[src/rtl/assert_macros.svh]
// Assertion macros shared by the mixer RTL.
// Expects clk_i and rst_ni in the scope of each use.
`ifndef ASSERT_MACROS_SVH
`define ASSERT_MACROS_SVH
`ifndef SYNTHESIS
// Check a property at every rising edge, off while in reset.
`define ASSERT_PROP(name, prop, msg) \
  name: assert property (@(posedge clk_i) disable iff (!rst_ni) prop) else $error(msg);
// Check that a condition never holds at a rising edge, off while in reset.
`define ASSERT_NEVER(name, expr, msg) \
  name: assert property (@(posedge clk_i) disable iff (!rst_ni) !(expr)) else $error(msg);
`else
`define ASSERT_PROP(name, prop, msg)
`define ASSERT_NEVER(name, expr, msg)
`endif
`endif

[src/rtl/pcm_mix_pkg.sv]
// Package of the PCM sample mixer: sizes, operation codes and the
// request structs passed to the step unit and the shared multiplier.
`default_nettype none
package pcm_mix_pkg;

  // Channel count and sample memory size (memory depth is a power of two)
  localparam int CHANNELS         = 8;
  localparam int SAMPLE_MEM_DEPTH = 65536;
  localparam int MEM_AW           = $clog2(SAMPLE_MEM_DEPTH);
  localparam int CH_W             = (CHANNELS > 1) ? $clog2(CHANNELS) : 1;
  localparam int ADDR_SUM_W       = (MEM_AW > 17) ? MEM_AW : 17;

  // Channel state widths
  localparam int POS_W  = 34;
  localparam int IDX_W  = POS_W - 16;
  localparam int STEP_W = 19;
  localparam int LEN_W  = 16;
  localparam int VOL_W  = 7;
  localparam int MASK_W = 8;

  // Step unit: 16.16 step = rate * 65536 / MIX_RATE_HZ by reciprocal multiply.
  // STEP_RECIP = ceil(2^45 / MIX_RATE_HZ); dropping STEP_SHIFT bits of
  // rate * STEP_RECIP gives the truncated quotient for every 16-bit rate.
  localparam int              MIX_RATE_HZ  = 11025;
  localparam int              RATE_W       = 16;
  localparam int              RECIP_W      = 32;
  localparam logic [RECIP_W-1:0] STEP_RECIP = 32'd3191326267;
  localparam int              STEP_SHIFT   = 29;
  localparam int              RECIP_PROD_W = RATE_W + RECIP_W;

  // Shared multiplier operands and product
  localparam int MUL_W  = 9;
  localparam int PROD_W = 2 * MUL_W;

  // Mix accumulator: one signed 17-bit term per channel
  localparam int SUM_W = 18 + $clog2(CHANNELS);

  typedef enum logic [2:0] {
    OP_TICK   = 3'd0,
    OP_WRITE  = 3'd1,
    OP_START  = 3'd2,
    OP_STOP   = 3'd3,
    OP_VOLUME = 3'd4
  } op_e;

  typedef struct packed {
    logic              start;
    logic [RATE_W-1:0] rate;
  } div_req_t;

  typedef struct packed {
    logic                    en;
    logic signed [MUL_W-1:0] a;
    logic signed [MUL_W-1:0] b;
  } mul_req_t;

endpackage
`default_nettype wire

[src/rtl/pcm_mix_step_div.sv]
// Step unit that turns a source rate into the 16.16 channel step with one
// multiply by the scaled reciprocal of the mix rate. Depends on pcm_mix_pkg.
`default_nettype none
module pcm_mix_step_div (
  input  wire logic                          clk_i,
  input  wire logic                          rst_ni,
  input  wire pcm_mix_pkg::div_req_t         req_i,
  output logic                               done_o,
  output logic [pcm_mix_pkg::STEP_W-1:0]     step_o
);
  import pcm_mix_pkg::*;

  logic                    done_q;
  logic [RECIP_PROD_W-1:0] prod_q;

  // Flag the step in the cycle after the request
  always_ff @(posedge clk_i or negedge rst_ni) begin
    if (!rst_ni) begin
      done_q <= 1'b0;
    end else begin
      done_q <= req_i.start;
    end
  end

  // Multiply the rate by the reciprocal and hold the product
  always_ff @(posedge clk_i) begin
    if (req_i.start) begin
      prod_q <= RECIP_PROD_W'(req_i.rate) * RECIP_PROD_W'(STEP_RECIP);
    end
  end

  assign done_o = done_q;
  assign step_o = prod_q[STEP_SHIFT +: STEP_W];

endmodule
`default_nettype wire

[config.mk]
export PLATFORM = sky130hd
export DESIGN_NAME = pcm_mix_step_div
export DESIGN_NICKNAME = d
export VERILOG_FILES = /design/src/rtl/assert_macros.svh /design/src/rtl/pcm_mix_pkg.sv /design/src/rtl/pcm_mix_step_div.sv
export SDC_FILE = /design/constraint.sdc
export NUM_CORES = 1
export LEC_CHECK = 0
export BUFFER_PORTS_ARGS = -buffer_cell sky130_fd_sc_hd__buf_2
export CAP_MARGIN = 20
export CORE_MARGIN = 4
export CORE_UTILIZATION = 65
export CTS_CLUSTER_SIZE = 40
export DETAILED_ROUTE_END_ITERATION = 10
export PLACE_DENSITY_LB_ADDON = 0.08
export SLEW_MARGIN = 20
export SYNTH_ARGS = -nofsm -noshare
export SYNTH_HDL_FRONTEND = slang
export SYNTH_SLANG_ARGS = --single-unit
[constraint.sdc]
create_clock -name clk_i -period 0.8 [get_ports clk_i]
set_input_delay 0.08 -clock clk_i [delete_from_list [all_inputs] [get_ports clk_i]]
set_output_delay 0.08 -clock clk_i [all_outputs]
set_load 0.01 [all_outputs]
=== Word-level counts from Yosys, hierarchy flattened ===
Cells that the tools add are included.

* Bits in registers: 49
* Bits of input ports: 19

* Multiply operators: 1

{| class="wikitable"
|+ Operators with widths
! kind !! number
|-
| multiplier 16 x 32 -> 48 bit, second input constant || 1
|}

=== Depth between registers and ports, before layout ===
* Depth in word-level cells: 1
* Gate-level depth with buffers: 23

=== Worst setup path before layout ===
OpenSTA, ideal clock, no wires.

* Path kind: input-to-reg
* Start point: in req_i[4] in the netlist's numbering
* End point: reg prod_q[46] (data pin)
* Path slack: -4690 ps
* Data arrival time: 5219 ps
* Setup time: 271 ps
* Stages on the path: 19
* Required time: 529 ps
* Path buffers: 0
* Path through: fa_1 fa_1 inv_1 fa_1 inv_1 fa_1 fa_1 inv_1 fa_1 inv_1 ha_1 a21o_1 a21o_1 a211o_1 a21o_1 a21oi_1 and2_2 o311ai_1 xor2_1

* Longest elaborated chain between the ends: 1

{| class="wikitable"
|+ RTL lines
! element !! RTL line !! text
|-
| from (decl) || pcm_mix_step_div.sv:7 || <nowiki>input wire pcm_mix_pkg::div_req_t req_i,</nowiki>
|-
| multiplier 16 x 32 -> 48 bit || pcm_mix_step_div.sv:28 || <nowiki>prod_q <= RECIP_PROD_W'(req_i.rate) * RECIP_PROD_W'(STEP_RECIP);</nowiki>
|-
| to (signal assigned) || pcm_mix_step_div.sv:28 ||
|-
| to (decl) || pcm_mix_step_div.sv:14 || <nowiki>logic [RECIP_PROD_W-1:0] prod_q;</nowiki>
|}

Every way passes these cells.
A chain may end at the register's enable or synchronous reset.

=== Final worst setup path ===
* Start point: in req_i[7] in the netlist's numbering
* End point: reg prod_q[43] (data pin)

The elaborated chain is that of the path after synthesis.

==> run_summary.xml <==
<?xml version="1.0" encoding="UTF-8"?>
<metrics>
  <group name="status">
    <metric name="failing_checks" unit="">design-rule violations, negative setup slack</metric>
    <metric name="outcome" unit="">complete, but fails checks</metric>
  </group>
  <group name="timing">
    <metric name="hold_ws" unit="ps">153</metric>
    <metric name="setup_slack" unit="ps">-5090</metric>
    <metric name="period_share" unit="%">736</metric>
    <metric name="slew_violations" unit="">0</metric>
    <metric name="maxSlewHeadroom" unit="%">47.8</metric>
    <metric name="hold_viol_final" unit="">0</metric>
    <metric name="timing_worst_slew_pin_value" unit="ps">775</metric>
    <metric name="max_freq" unit="MHz">170</metric>
    <metric name="grt_setup_unrepaired" unit="">yes</metric>
    <metric name="post-route-min-period" unit="ps">5890</metric>
    <metric name="finalSetupViolCount" unit="">39</metric>
  </group>
  <group name="route">
    <metric name="via_count" unit="">9021</metric>
    <metric name="ant_nets" unit="">0</metric>
    <metric name="drt_iter0_markers" unit="">1203</metric>
    <metric name="drcViolationCount" unit="">1</metric>
    <metric name="dr.pass1.iters" unit="">11</metric>
    <metric name="avgRoutedWirePerCell" unit="um">27.9</metric>
    <metric name="route.final.wire_length" unit="mm">38.5</metric>
    <metric name="routed_via_density" unit="">6.55</metric>
  </group>
  <group name="run">
    <metric name="maxCapViolCount" unit="">0</metric>
  </group>
  <group name="final_layout">
    <metric name="regArea" unit="sq um">596</metric>
    <metric name="num_antenna_cells" unit="">0</metric>
    <metric name="total_area_of_multi_input_combinational_cells" unit="sq mm">0.00793</metric>
    <metric name="num-nets-final" unit="">1570</metric>
    <metric name="layout.cell_area.non_filler" unit="sq mm">0.0122</metric>
    <metric name="area_growth_syn_to_layout" unit="%">38.4</metric>
    <metric name="layout_fillers" unit="">461</metric>
    <metric name="drive_gt1_share" unit="%">37.1</metric>
  </group>
  <group name="clocking">
    <metric name="cts_tree" unit="">yes</metric>
    <metric name="clk_pin_slew_worst_paths" unit="ps">60</metric>
    <metric name="h-tree-depth" unit="">1</metric>
    <metric name="cts.root.buffer_cell" unit="">clkbuf_16</metric>
    <metric name="clock-sinks" unit="">20</metric>
    <metric name="cts_made_buffers" unit="">3</metric>
    <metric name="cts_max_path_buffers" unit="">2</metric>
  </group>
  <group name="synth">
    <metric name="yosysWarnings" unit="">0</metric>
    <metric name="post_synth_main_area_contributors" unit="">fa_1, ha_1, inv_1</metric>
    <metric name="synthesis.area_per_instance" unit="sq um">9.77</metric>
    <metric name="post_synth_inst_count" unit="">905</metric>
    <metric name="ys_dominant_reg_cell" unit="">edfxtp_1</metric>
    <metric name="synthMostInstantiatedCell" unit="">inv_1</metric>
    <metric name="netlist.area_leader.share" unit="%">40.5</metric>
    <metric name="yosys_register_bits" unit="">20</metric>
    <metric name="async_reset_ff_share" unit="%">5.00</metric>
    <metric name="synth_area" unit="sq mm">0.00885</metric>
    <metric name="number_of_different_library_cells_in_the_post_synthesis_netlist" unit="">50</metric>
    <metric name="synth.yosys.seq_area_share" unit="%">6.73</metric>
    <metric name="number_of_synthesized_flops_with_an_enable_pin" unit="">19</metric>
    <metric name="synth_nets" unit="">1272</metric>
    <metric name="synthDominantAreaCellType" unit="">fa_1</metric>
    <metric name="synth_top_cells_by_count" unit="">inv_1, fa_1, ha_1, a21oi_1, a21o_1</metric>
  </group>
  <group name="die">
    <metric name="die_w" unit="um">125</metric>
    <metric name="design.portCount" unit="">39</metric>
    <metric name="initial_utilization" unit="%">66.5</metric>
    <metric name="fp-row-count" unit="">42</metric>
    <metric name="chipHeight" unit="um">125</metric>
    <metric name="core_region_area" unit="sq mm">0.0133</metric>
    <metric name="dieArea" unit="sq mm">0.0155</metric>
  </group>
  <group name="placement">
    <metric name="globalplace.congestion" unit="">1.04</metric>
    <metric name="dpl_cell_area" unit="sq mm">0.0111</metric>
    <metric name="post-dp-hpwl" unit="mm">23.4</metric>
    <metric name="port_buffers" unit="">38</metric>
  </group>
  <group name="setup_path">
    <metric name="setup.worst_path.start_class" unit="">input pin</metric>
    <metric name="timing_worst_setup_path_type" unit="">input pin to flip-flop</metric>
    <metric name="path_max_fanout" unit="">4</metric>
    <metric name="crit_arrival" unit="ps">5900</metric>
    <metric name="cp_launch_point" unit="">req_i[7]</metric>
    <metric name="endpoint_kind" unit="">flip-flop</metric>
    <metric name="worst_ep_required_time" unit="ps">810</metric>
  </group>
  <group name="worst_hold_path">
    <metric name="type_of_the_worst_min_delay_path" unit="">input pin to asynchronous set/reset pin</metric>
  </group>
  <group name="global_routing">
    <metric name="grt_antenna_before_repair" unit="">0</metric>
    <metric name="grt_use_total" unit="%">42.7</metric>
    <metric name="grt_first_pass_wirelength" unit="mm">51.2</metric>
    <metric name="grt_max_degree" unit="">21</metric>
    <metric name="gr-total-overflow" unit="">0</metric>
    <metric name="grt_pass1_vias" unit="">9164</metric>
  </group>
</metrics>
## stage by stage
stage	util (%)	setup TNS, ps	cells	setup slack [ps]
final	92.1	-92270	1378	-5090
after global routing	92.1	-93100	1378	-5120
after CTS	88.8	-83270	1367	-4580
after detailed placement	83.3	-90470	1345	-5030
after global placement	83.3	-87890	1345	-4820
after floorplan	-	-80060	905	-4520
## area by class of cell
class                      count  area share, %
clock inverter                 1          0.245
timing repair buffer         294           18.3
multi-input combinational    579           64.8
tap                          176           1.80
clock buffer                   3          0.613
sequential                    20           4.86
inverter                     305           9.40
## per-layer routing
metal / share of wire [%] / vias up / wire length, um / GRT usage (%)
met2: 44 / 982 / 17100 / 69.7
met3: 12 / 387 / 4710 / 8.75
li1: - / 3409 / - / -
met1: 32 / 4243 / 12400 / 53.6
met5: 0 / - / 0 / 0
met4: 11 / 0 / 4330 / 23.3
## registers in the layout, indices dropped and copies added, names as in the netlist
register  cells
done_o        1
prod_q       19
## layout by cell type (no fill, tap or decap), drive strengths merged, types with 2 or more instances in the layout
master | Yosys | layout
nand4 | 7 | 7
inv | 305 | 304
a221o | 2 | 2
and3 | 3 | 3
o21ai | 25 | 25
nand2 | 23 | 23
xnor2 | 12 | 12
nor2 | 24 | 24
a211o | 2 | 2
a21oi | 39 | 39
a21o | 27 | 27
buf | 0 | 292
nand3 | 10 | 10
o21bai | 3 | 3
a211oi | 4 | 4
nor3 | 2 | 2
a31oi | 3 | 3
edfxtp | 19 | 19
or2 | 3 | 3
o31ai | 2 | 2
and2 | 3 | 3
nor2b | 7 | 7
o22ai | 2 | 2
ha | 169 | 169
nand2b | 4 | 4
o211ai | 2 | 2
xor2 | 9 | 9
clkbuf | 1 | 4
fa | 179 | 179
## worst max-delay path: stages
cell	delay, ps
buf_2	170
fa_2	500
ha_1	340
inv_1	80
fa_1	680
inv_1	120
fa_1	510
fa_1	510
inv_1	50
fa_1	480
inv_1	50
ha_1	370
buf_4	190
nor2_2	220
nor2b_1	120
a211oi_4	300
o21ai_2	120
o211ai_2	250
o22ai_2	130
buf_6	150
a21oi_4	230
nand2_2	110
xnor2_2	130
## worst paths after layout
| check | end | slack [ps] |
|---|---|---|
| min | done_o | 150 |
| max in group asynchronous | done_o | 560 |
| min in group clk_i | done_o | 160 |
| max | prod_q[43] | -5090 |
## cells by family (layout without fill, tap and decap cells)
kind of cell	Yosys count	after routing	synth area share [%]
AOI/OAI and AO/OA	120	120	8.76
xor gates and xnor gates	21	21	2.08
adders and majority gates	348	348	64.4
buffers and inverters	306	603	13.0
DFF	20	20	6.73
and+or+nand+nor	90	90	5.04
## what timing repair did
item / CTS / global route
pin swaps: 92 / 62
gates cloned: 0 / 0
endpoints found under the setup margin: 39 / 39
buffers inserted: 21 / 14
gates resized for setup: 107 / 77
hold buffers: 1 / 0
hold endpoints to repair: 1 / 0
Power is not shown: default switching activity piles up to over one toggle a cycle in this logic, so the estimate is an artifact.
