[config.mk]
export PLATFORM = sky130hd
export DESIGN_NAME = pcm_mix_mul
export DESIGN_NICKNAME = d
export VERILOG_FILES = /design/src/rtl/assert_macros.svh /design/src/rtl/pcm_mix_pkg.sv /design/src/rtl/pcm_mix_mul.sv
export SDC_FILE = /design/constraint.sdc
export NUM_CORES = 1
export LEC_CHECK = 0
export ABC_AREA = 1
export BUFFER_PORTS_ARGS = -buffer_cell sky130_fd_sc_hd__buf_2
export CAP_MARGIN = 20
export CORE_MARGIN = 8
export CORE_UTILIZATION = 62
export CTS_CLUSTER_DIAMETER = 100
export DETAILED_ROUTE_END_ITERATION = 12
export PLACE_DENSITY = 0.93
export SYNTH_ARGS = -nofsm -noshare
export SYNTH_HDL_FRONTEND = slang
export SYNTH_SLANG_ARGS = --single-unit
[constraint.sdc]
create_clock -name clk_i -period 5.8 [get_ports clk_i]
set_clock_uncertainty 0.05 [all_clocks]
set_input_delay 1.16 -clock clk_i [delete_from_list [all_inputs] [get_ports clk_i]]
set_output_delay 1.16 -clock clk_i [all_outputs]
set_load 0.02 [all_outputs]
[src/rtl/assert_macros.svh]
// Assertion macros shared by the mixer RTL.
// Expects clk_i and rst_ni in the scope of each use.
`ifndef ASSERT_MACROS_SVH
`define ASSERT_MACROS_SVH
`ifndef SYNTHESIS
// Check a property at every rising edge, off while in reset.
`define ASSERT_PROP(name, prop, msg) \
  name: assert property (@(posedge clk_i) disable iff (!rst_ni) prop) else $error(msg);
// Check that a condition never holds at a rising edge, off while in reset.
`define ASSERT_NEVER(name, expr, msg) \
  name: assert property (@(posedge clk_i) disable iff (!rst_ni) !(expr)) else $error(msg);
`else
`define ASSERT_PROP(name, prop, msg)
`define ASSERT_NEVER(name, expr, msg)
`endif
`endif

[src/rtl/pcm_mix_pkg.sv]
// Package of the PCM sample mixer: sizes, operation codes and the
// request structs passed to the step unit and the shared multiplier.
`default_nettype none
package pcm_mix_pkg;

  // Channel count and sample memory size (memory depth is a power of two)
  localparam int CHANNELS         = 8;
  localparam int SAMPLE_MEM_DEPTH = 65536;
  localparam int MEM_AW           = $clog2(SAMPLE_MEM_DEPTH);
  localparam int CH_W             = (CHANNELS > 1) ? $clog2(CHANNELS) : 1;
  localparam int ADDR_SUM_W       = (MEM_AW > 17) ? MEM_AW : 17;

  // Channel state widths
  localparam int POS_W  = 34;
  localparam int IDX_W  = POS_W - 16;
  localparam int STEP_W = 19;
  localparam int LEN_W  = 16;
  localparam int VOL_W  = 7;
  localparam int MASK_W = 8;

  // Step unit: 16.16 step = rate * 65536 / MIX_RATE_HZ by reciprocal multiply.
  // STEP_RECIP = ceil(2^45 / MIX_RATE_HZ); dropping STEP_SHIFT bits of
  // rate * STEP_RECIP gives the truncated quotient for every 16-bit rate.
  localparam int              MIX_RATE_HZ  = 11025;
  localparam int              RATE_W       = 16;
  localparam int              RECIP_W      = 32;
  localparam logic [RECIP_W-1:0] STEP_RECIP = 32'd3191326267;
  localparam int              STEP_SHIFT   = 29;
  localparam int              RECIP_PROD_W = RATE_W + RECIP_W;

  // Shared multiplier operands and product
  localparam int MUL_W  = 9;
  localparam int PROD_W = 2 * MUL_W;

  // Mix accumulator: one signed 17-bit term per channel
  localparam int SUM_W = 18 + $clog2(CHANNELS);

  typedef enum logic [2:0] {
    OP_TICK   = 3'd0,
    OP_WRITE  = 3'd1,
    OP_START  = 3'd2,
    OP_STOP   = 3'd3,
    OP_VOLUME = 3'd4
  } op_e;

  typedef struct packed {
    logic              start;
    logic [RATE_W-1:0] rate;
  } div_req_t;

  typedef struct packed {
    logic                    en;
    logic signed [MUL_W-1:0] a;
    logic signed [MUL_W-1:0] b;
  } mul_req_t;

endpackage
`default_nettype wire

[src/rtl/pcm_mix_mul.sv]
// Shared signed multiplier with a registered product, used for both the
// interpolation and the volume scaling. Depends on pcm_mix_pkg.
`default_nettype none
module pcm_mix_mul (
  input  wire logic                               clk_i,
  input  wire pcm_mix_pkg::mul_req_t              req_i,
  output logic signed [pcm_mix_pkg::PROD_W-1:0]   prod_o
);
  import pcm_mix_pkg::*;

  logic signed [PROD_W-1:0] prod_q;

  // Multiply and hold the product until the next request
  always_ff @(posedge clk_i) begin
    if (req_i.en) begin
      prod_q <= req_i.a * req_i.b;
    end
  end

  assign prod_o = prod_q;

endmodule
`default_nettype wire

; ---- Yosys cells after proc, flatten, opt, wreduce, memory -nomap -nowiden
; Index checks and enable logic that the tools add are counted.
; W data, S select, Z words.
[word_totals]
ff_bits = 18
in_bits = 20
out_inout_bits = 18
wordCells = 2
[classes]
n_mul = 1
[ops]
columns = cell, count
row1 = $mul A9 B9 Y18, 1

; ---- Depth between registers and ports, before layout
; Gate-level depths: netlist of run 1.
[depth]
word_depth = 1
depth_mapped = 21
depth_no_buf = 20

; ---- Worst setup path before layout of run 1
; OpenSTA, ideal clock, no wires.
[synth_path]
kind = in2reg
startpoint = in req_i[0] (netlist bit)
endpoint = reg prod_q[17], in the netlist prod_o[17] (data pin)
setup_ns = 0.252
arrival_ns = 5.053
required_time_ns = 5.498
path_slack_ns = 0.445
path_stages = 17
n_path_buf = 1
path_cell_list = clkbuf_1 nand2_1 fa_1 fa_1 fa_1 fa_1 inv_1 ha_1 ha_1 nand2_1 nand2_1 inv_1 o21a_1 nand3_1 inv_1 nand2_1 nand2_1
[synth_between]
elab_chain_cells = 1
[synth_rtl]
columns = element, line
row1 = start: declaration, pcm_mix_mul.sv:6  ; input wire pcm_mix_pkg::mul_req_t req_i,
row2 = $mul A9 B9 Y18, pcm_mix_mul.sv:16  ; prod_q <= req_i.a * req_i.b;
row3 = end signal: assignment, pcm_mix_mul.sv:16
row4 = end: declaration, pcm_mix_mul.sv:11  ; logic signed [PROD_W-1:0] prod_q;
; Every way passes these cells.
; A chain may end at the register's enable or synchronous reset.

; ---- Worst setup path in the final report of run 1
; Ends and elaborated chain as after synthesis.

==> results.cfg, run 1 <==
[clocking]
cts_tree = yes
cts_hold_buf = 0
ctsResizeCount = 0
cts.reportedPaths.clkPinSlew_ns = 0.07
postCtsSetupBuffers = 0
clockBufferDepth = 2
cts_root_buffer = clkbuf_8
cts_buffers = 3
cts_sinks = 18
cts_max_level = 1

[setup_path]
worstSetupEndpointType = flip-flop
cp-start-kind = input port
cp.arrival_ns = 5.24
required_ns = 5.76
worstSetupPathType = in -> reg
cp_max_fo = 9

[power_and_ir_drop]
p_leak_uw = 0.002418
powerDensity_nw_per_um2 = 511.4
design_power_total_uw = 2055
irDropWorstVdd_v = 0.0003934

[logic_synthesis]
synthesis.area_um2 = 3757
synth_seq_area_share_pct = 14.39
yosysUniqueCellTypes = 19
syn_nets = 584
avgSynthCellArea_um2 = 8.240
postSynthCellCount = 456
ys_ff_latch = 18
yosys_warnings = 0

[grt]
grt-ovfl-total = 0
grt_pass1_vias = 3086
grt_max_degree = 19
antenna_found_initial = 0
grt_pass1_wl_mm = 12.90
grt_use_total_pct = 18.20

[layout]
largest_reg_flops = 18
antennaDiodeCount = 0
drive_above_1_share_pct = 9.792
nNetsFinal = 609
final.fill_count = 467
area_growth_pct = 6.926
utilization_pct = 68.26

[sta]
final_hold_viol_count = 0
rsz0062_at_grt = false
timing.final.crit_share_pct = 91.00
period_needed_ns = 5.278
max_freq_mhz = 189.5
max-slew-margin-rel_pct = 73.20
maxSlewViolCount = 0
setup_ws_ns = 0.5220
max_slew.worst_pin.slew_ns = 0.4020
finalSetupViolCount = 0
tns_ns = 0

[place]
routabilityCongestion = 0.8837
hpwl_mm = 6.716
port_buffers = 37
pre_cts_ws_ns = 0.2594

[detailed_routing]
drt_wl_total_mm = 7.657
drt-wirelength-per-cell_um = 13.80
remaining_drc_errors = 0
vias = 2907
drtAntennaViolNets = 0
via_per_inst = 5.238
drtIter0Drc = 193
first_pass_iters = 5

[die]
core_area_um2 = 5886
start_util_pct = 63.84
dieHeight_um = 93.85
die_x_um = 93.85
pin_count = 38
num_rows = 28
die_area_um2 = 8807

[run_status]
status = finished clean

[flow_run]
max_cap_viol_count = 0

[worst_hold_path]
min_path_type = in -> reg
[layer usage]
metal,track usage [%],vias to the layer above,share of wire [%]
li1,-,1354,-
met3,2.478,26,6.8
met4,7.926,0,3.5
met5,0,-,0
met2,34.60,122,56
met1,19.41,1405,34
[power breakdown]
| part | internal (uW) | leakage, uW | switching (uW) | total [uW] |
|---|---|---|---|---|
| clock network | 47.1 | 0.0000231 | 40.9 | 88.0 |
| registers | 279 | 0.000176 | 10.0 | 289 |
| logic | 653 | 0.00222 | 1020 | 1680 |
| total | 979 | 0.00242 | 1080 | 2050 |
[logic make-up after synthesis]
group,Yosys count,synth area share [%]
fa+ha+maj,108,49.95
flops,18,14.39
xor+xnor,8,1.865
compound gates,13,2.031
buf+inv,149,14.89
simple gates,160,16.88
[synthesized netlist by cell type]
cell type	number	area, um^2
a21o_1	1	7.510
a21oi_1	6	30.03
clkbuf_1	17	63.81
edfxtp_1	18	540.5
fa_1	70	1401
ha_1	38	475.5
inv_1	132	495.5
nand2_1	122	457.9
nand2_2	4	25.02
nand3_1	11	55.05
nand4_1	1	6.260
nor2_1	18	67.56
nor3_1	2	10.01
o21a_1	2	15.01
o21ai_0	3	15.01
o21ai_2	1	8.760
or2_2	2	12.51
xnor2_1	3	26.28
xor2_1	5	43.79
[critical path, cell delays in order]
cell and delay [ns]:
buf_2 0.18, nand2_1 0.15, fa_1 0.76, fa_1 0.60, fa_1 0.55, fa_1 0.55
inv_1 0.04, ha_1 0.28, ha_1 0.36, nand2_1 0.07, nand2_1 0.06, inv_1 0.06
o21a_1 0.17, nand3_1 0.10, inv_1 0.04, nand2_1 0.06, nand2_1 0.04
[layout make-up]
class                      count  area [um^2]  area share [%]
clock buffer                   3        41.29           1.028
clock inverter                 1        3.754         0.09343
inverter                     132        495.5           12.33
multi-input combinational    289         2658           66.15
sequential                    18        540.5           13.45
tap                           75        93.84           2.336
timing repair buffer          37        185.2           4.609
[layout by cell type (no fill, tap or decap)]
master    instances
o21a_1            2
nand3_1          11
nand4_1           1
xnor2_1           3
o21ai_0           3
xor2_1            5
nor3_1            2
o21ai_2           1
nand2_2           4
ha_1             38
fa_1             70
inv_1           132
nor2_1           18
clkbuf_8          3
a21o_1            1
buf_2            37
clkinv_1          1
a21oi_1           6
edfxtp_1         18
nand2_1         122
or2_2             2
[stage by stage]
stage               cells  hold slack (ns)  cell area (um^2)
floorplan             456            1.223              3757
global placement      551            1.523              3973
detailed placement    551            1.544              3973
CTS                   555            1.279              4018
global route          555            1.306              4018
finish                555            1.289              4018
[path summary, 6_finish.rpt]
path	end	start	cells after the start	slack, ns
min	prod_o[0]	req_i[0]	3	1.29
max	prod_o[17]	req_i[0]	17	0.52
Power figures use the tool's default switching activity.
==> run 2, diff against run 1 <==
- PLACE_DENSITY: 0.93 -> 0.81
==> run 2 against run 1 <==
Effect of this change:
- fmax is 0.44% higher
- final cell count stayed put
- via count is 3.3% lower
- critical path depth stayed put
- clock power is 0.6% lower
- setup slack better by 0.023 ns
- final area stayed put
==> results.cfg, run 2 (synthesis results as in run 1) <==
[run_status]
status = finished clean

[layout]
final_common_cell = inv_1
nNetsFinal = 609
layout_common_cells = inv_1 (132), nand2_1 (122), fa_1 (70)
area_growth_pct = 6.926
fin_cells = 555
final_area_um2 = 4018
final.fill_count = 511
utilization_pct = 68.26
antennaDiodeCount = 0
largest_reg_flops = 18
drive_above_1_share_pct = 9.792

[clocking]
cts_hold_buf = 0
postCtsSetupBuffers = 0
cts_max_level = 1
cts.reportedPaths.clkPinSlew_ns = 0.07
clockBufferDepth = 2
cts_sinks = 18
ctsResizeCount = 0
cts_root_buffer = clkbuf_8
cts_tree = yes
cts_buffers = 3

[detailed_routing]
remaining_drc_errors = 0
drtAntennaViolNets = 0
first_pass_iters = 4
drt-wirelength-per-cell_um = 12.97
via_per_inst = 5.063
vias = 2810
drt_wl_total_mm = 7.201
drtIter0Drc = 165

[worst_hold_path]
min_path_type = in -> reg

[setup_path]
crit_end = prod_o[17]
crit_slowest_cell = fa_1
worstSetupPathType = in -> reg
required_ns = 5.76
cp_max_fo = 9
cp_cell_sequence = buf_2, nand2_1, fa_1, fa_1, fa_1, fa_1, inv_1, ha_1, ha_1, nand2_1, nand2_1, inv_1, o21a_1, nand3_1, inv_1, nand2_1, nand2_1
cp-start-kind = input port
cp.depth = 17
cp.arrival_ns = 5.22
cp-startpoint = req_i[0]
cpMostUsedCell = nand2_1
cpLargestDelayFamily = adder cells
cpPeakStageDelay_ns = 0.75
worstSetupEndpointType = flip-flop
cp_num_buf_inv = 4

[die]
num_rows = 28
die_x_um = 93.85
core_area_um2 = 5886
pin_count = 38
die_area_um2 = 8807
start_util_pct = 63.84
dieHeight_um = 93.85

[grt]
grt_use_total_pct = 17.36
grt_pass1_wl_mm = 12.40
antenna_found_initial = 0
grt-ovfl-total = 0
grt_max_degree = 19
grt_pass1_vias = 2877

[place]
hpwl_mm = 6.373
numPlacedInstances = 551
dpl_cell_area_um2 = 3973
pre_cts_ws_ns = 0.2739
port_buffers = 37
routabilityCongestion = 0.8963

[sta]
max_freq_mhz = 190.3
maxSlewViolCount = 0
setup_ws_ns = 0.5454
final_hold_viol_count = 0
rsz0062_at_grt = false
max-slew-margin-rel_pct = 72.89
tns_ns = 0
timing.final.crit_share_pct = 90.60
max_slew.worst_pin.slew_ns = 0.4066
period_needed_ns = 5.255
finalSetupViolCount = 0

[power_and_ir_drop]
p_leak_uw = 0.002418
powerDensity_nw_per_um2 = 497.5
irDropWorstVdd_v = 0.0003994

[flow_run]
max_cap_viol_count = 0
-- run 2: cell counts in the layout (fill, tap and decap cells not counted) --
No cell type changed its count.
-- run 2: how the worst min path moves through the flow --
stage,start,endpoint,slack (ns),depth (start not counted)
3_3_place_gp,req_i[0],prod_o[0],1.51,3
5_1_grt,req_i[9],prod_o[0],1.27,3
2_1_floorplan,req_i[18],prod_o[0],1.22,0
6_report,req_i[0],prod_o[0],1.27,3
4_1_cts,req_i[9],prod_o[0],1.26,3
3_5_place_dp,req_i[9],prod_o[0],1.52,3
-- run 2: through the flow --
stage | total power, uW | hold slack, ns
after floorplan | 1578 | 1.223
after global placement | 1882 | 1.508
after detailed placement | 1923 | 1.522
after CTS | 2027 | 1.256
after global routing | 2256 | 1.274
final | 1999 | 1.272
-- run 2: where the power goes --
part           internal, uW  total, uW  switching, uW
combinational           645       1620            977
clock                  47.1       87.5           40.4
sequential              279        290           10.7
total                   971       2000           1030
-- run 2: area by class of cell --
type / count / area [um^2] / share of cell area [%]
multi-input combinational: 289 / 2658 / 66.15
inverter: 132 / 495.5 / 12.33
clock buffer: 3 / 41.29 / 1.028
clock inverter: 1 / 3.754 / 0.09343
sequential: 18 / 540.5 / 13.45
tap: 75 / 93.84 / 2.336
timing repair buffer: 37 / 185.2 / 4.609
-- run 2: routing by layer --
metal	routed length (um)	part of all wire (%)	vias up	global-route usage, %
met4	160	2.2	0	4.888
li1	-	-	1353	-
met1	2649	37	1370	19.77
met5	0	0	-	0
met3	385	5.3	12	2.238
met2	4004	56	75	32.79
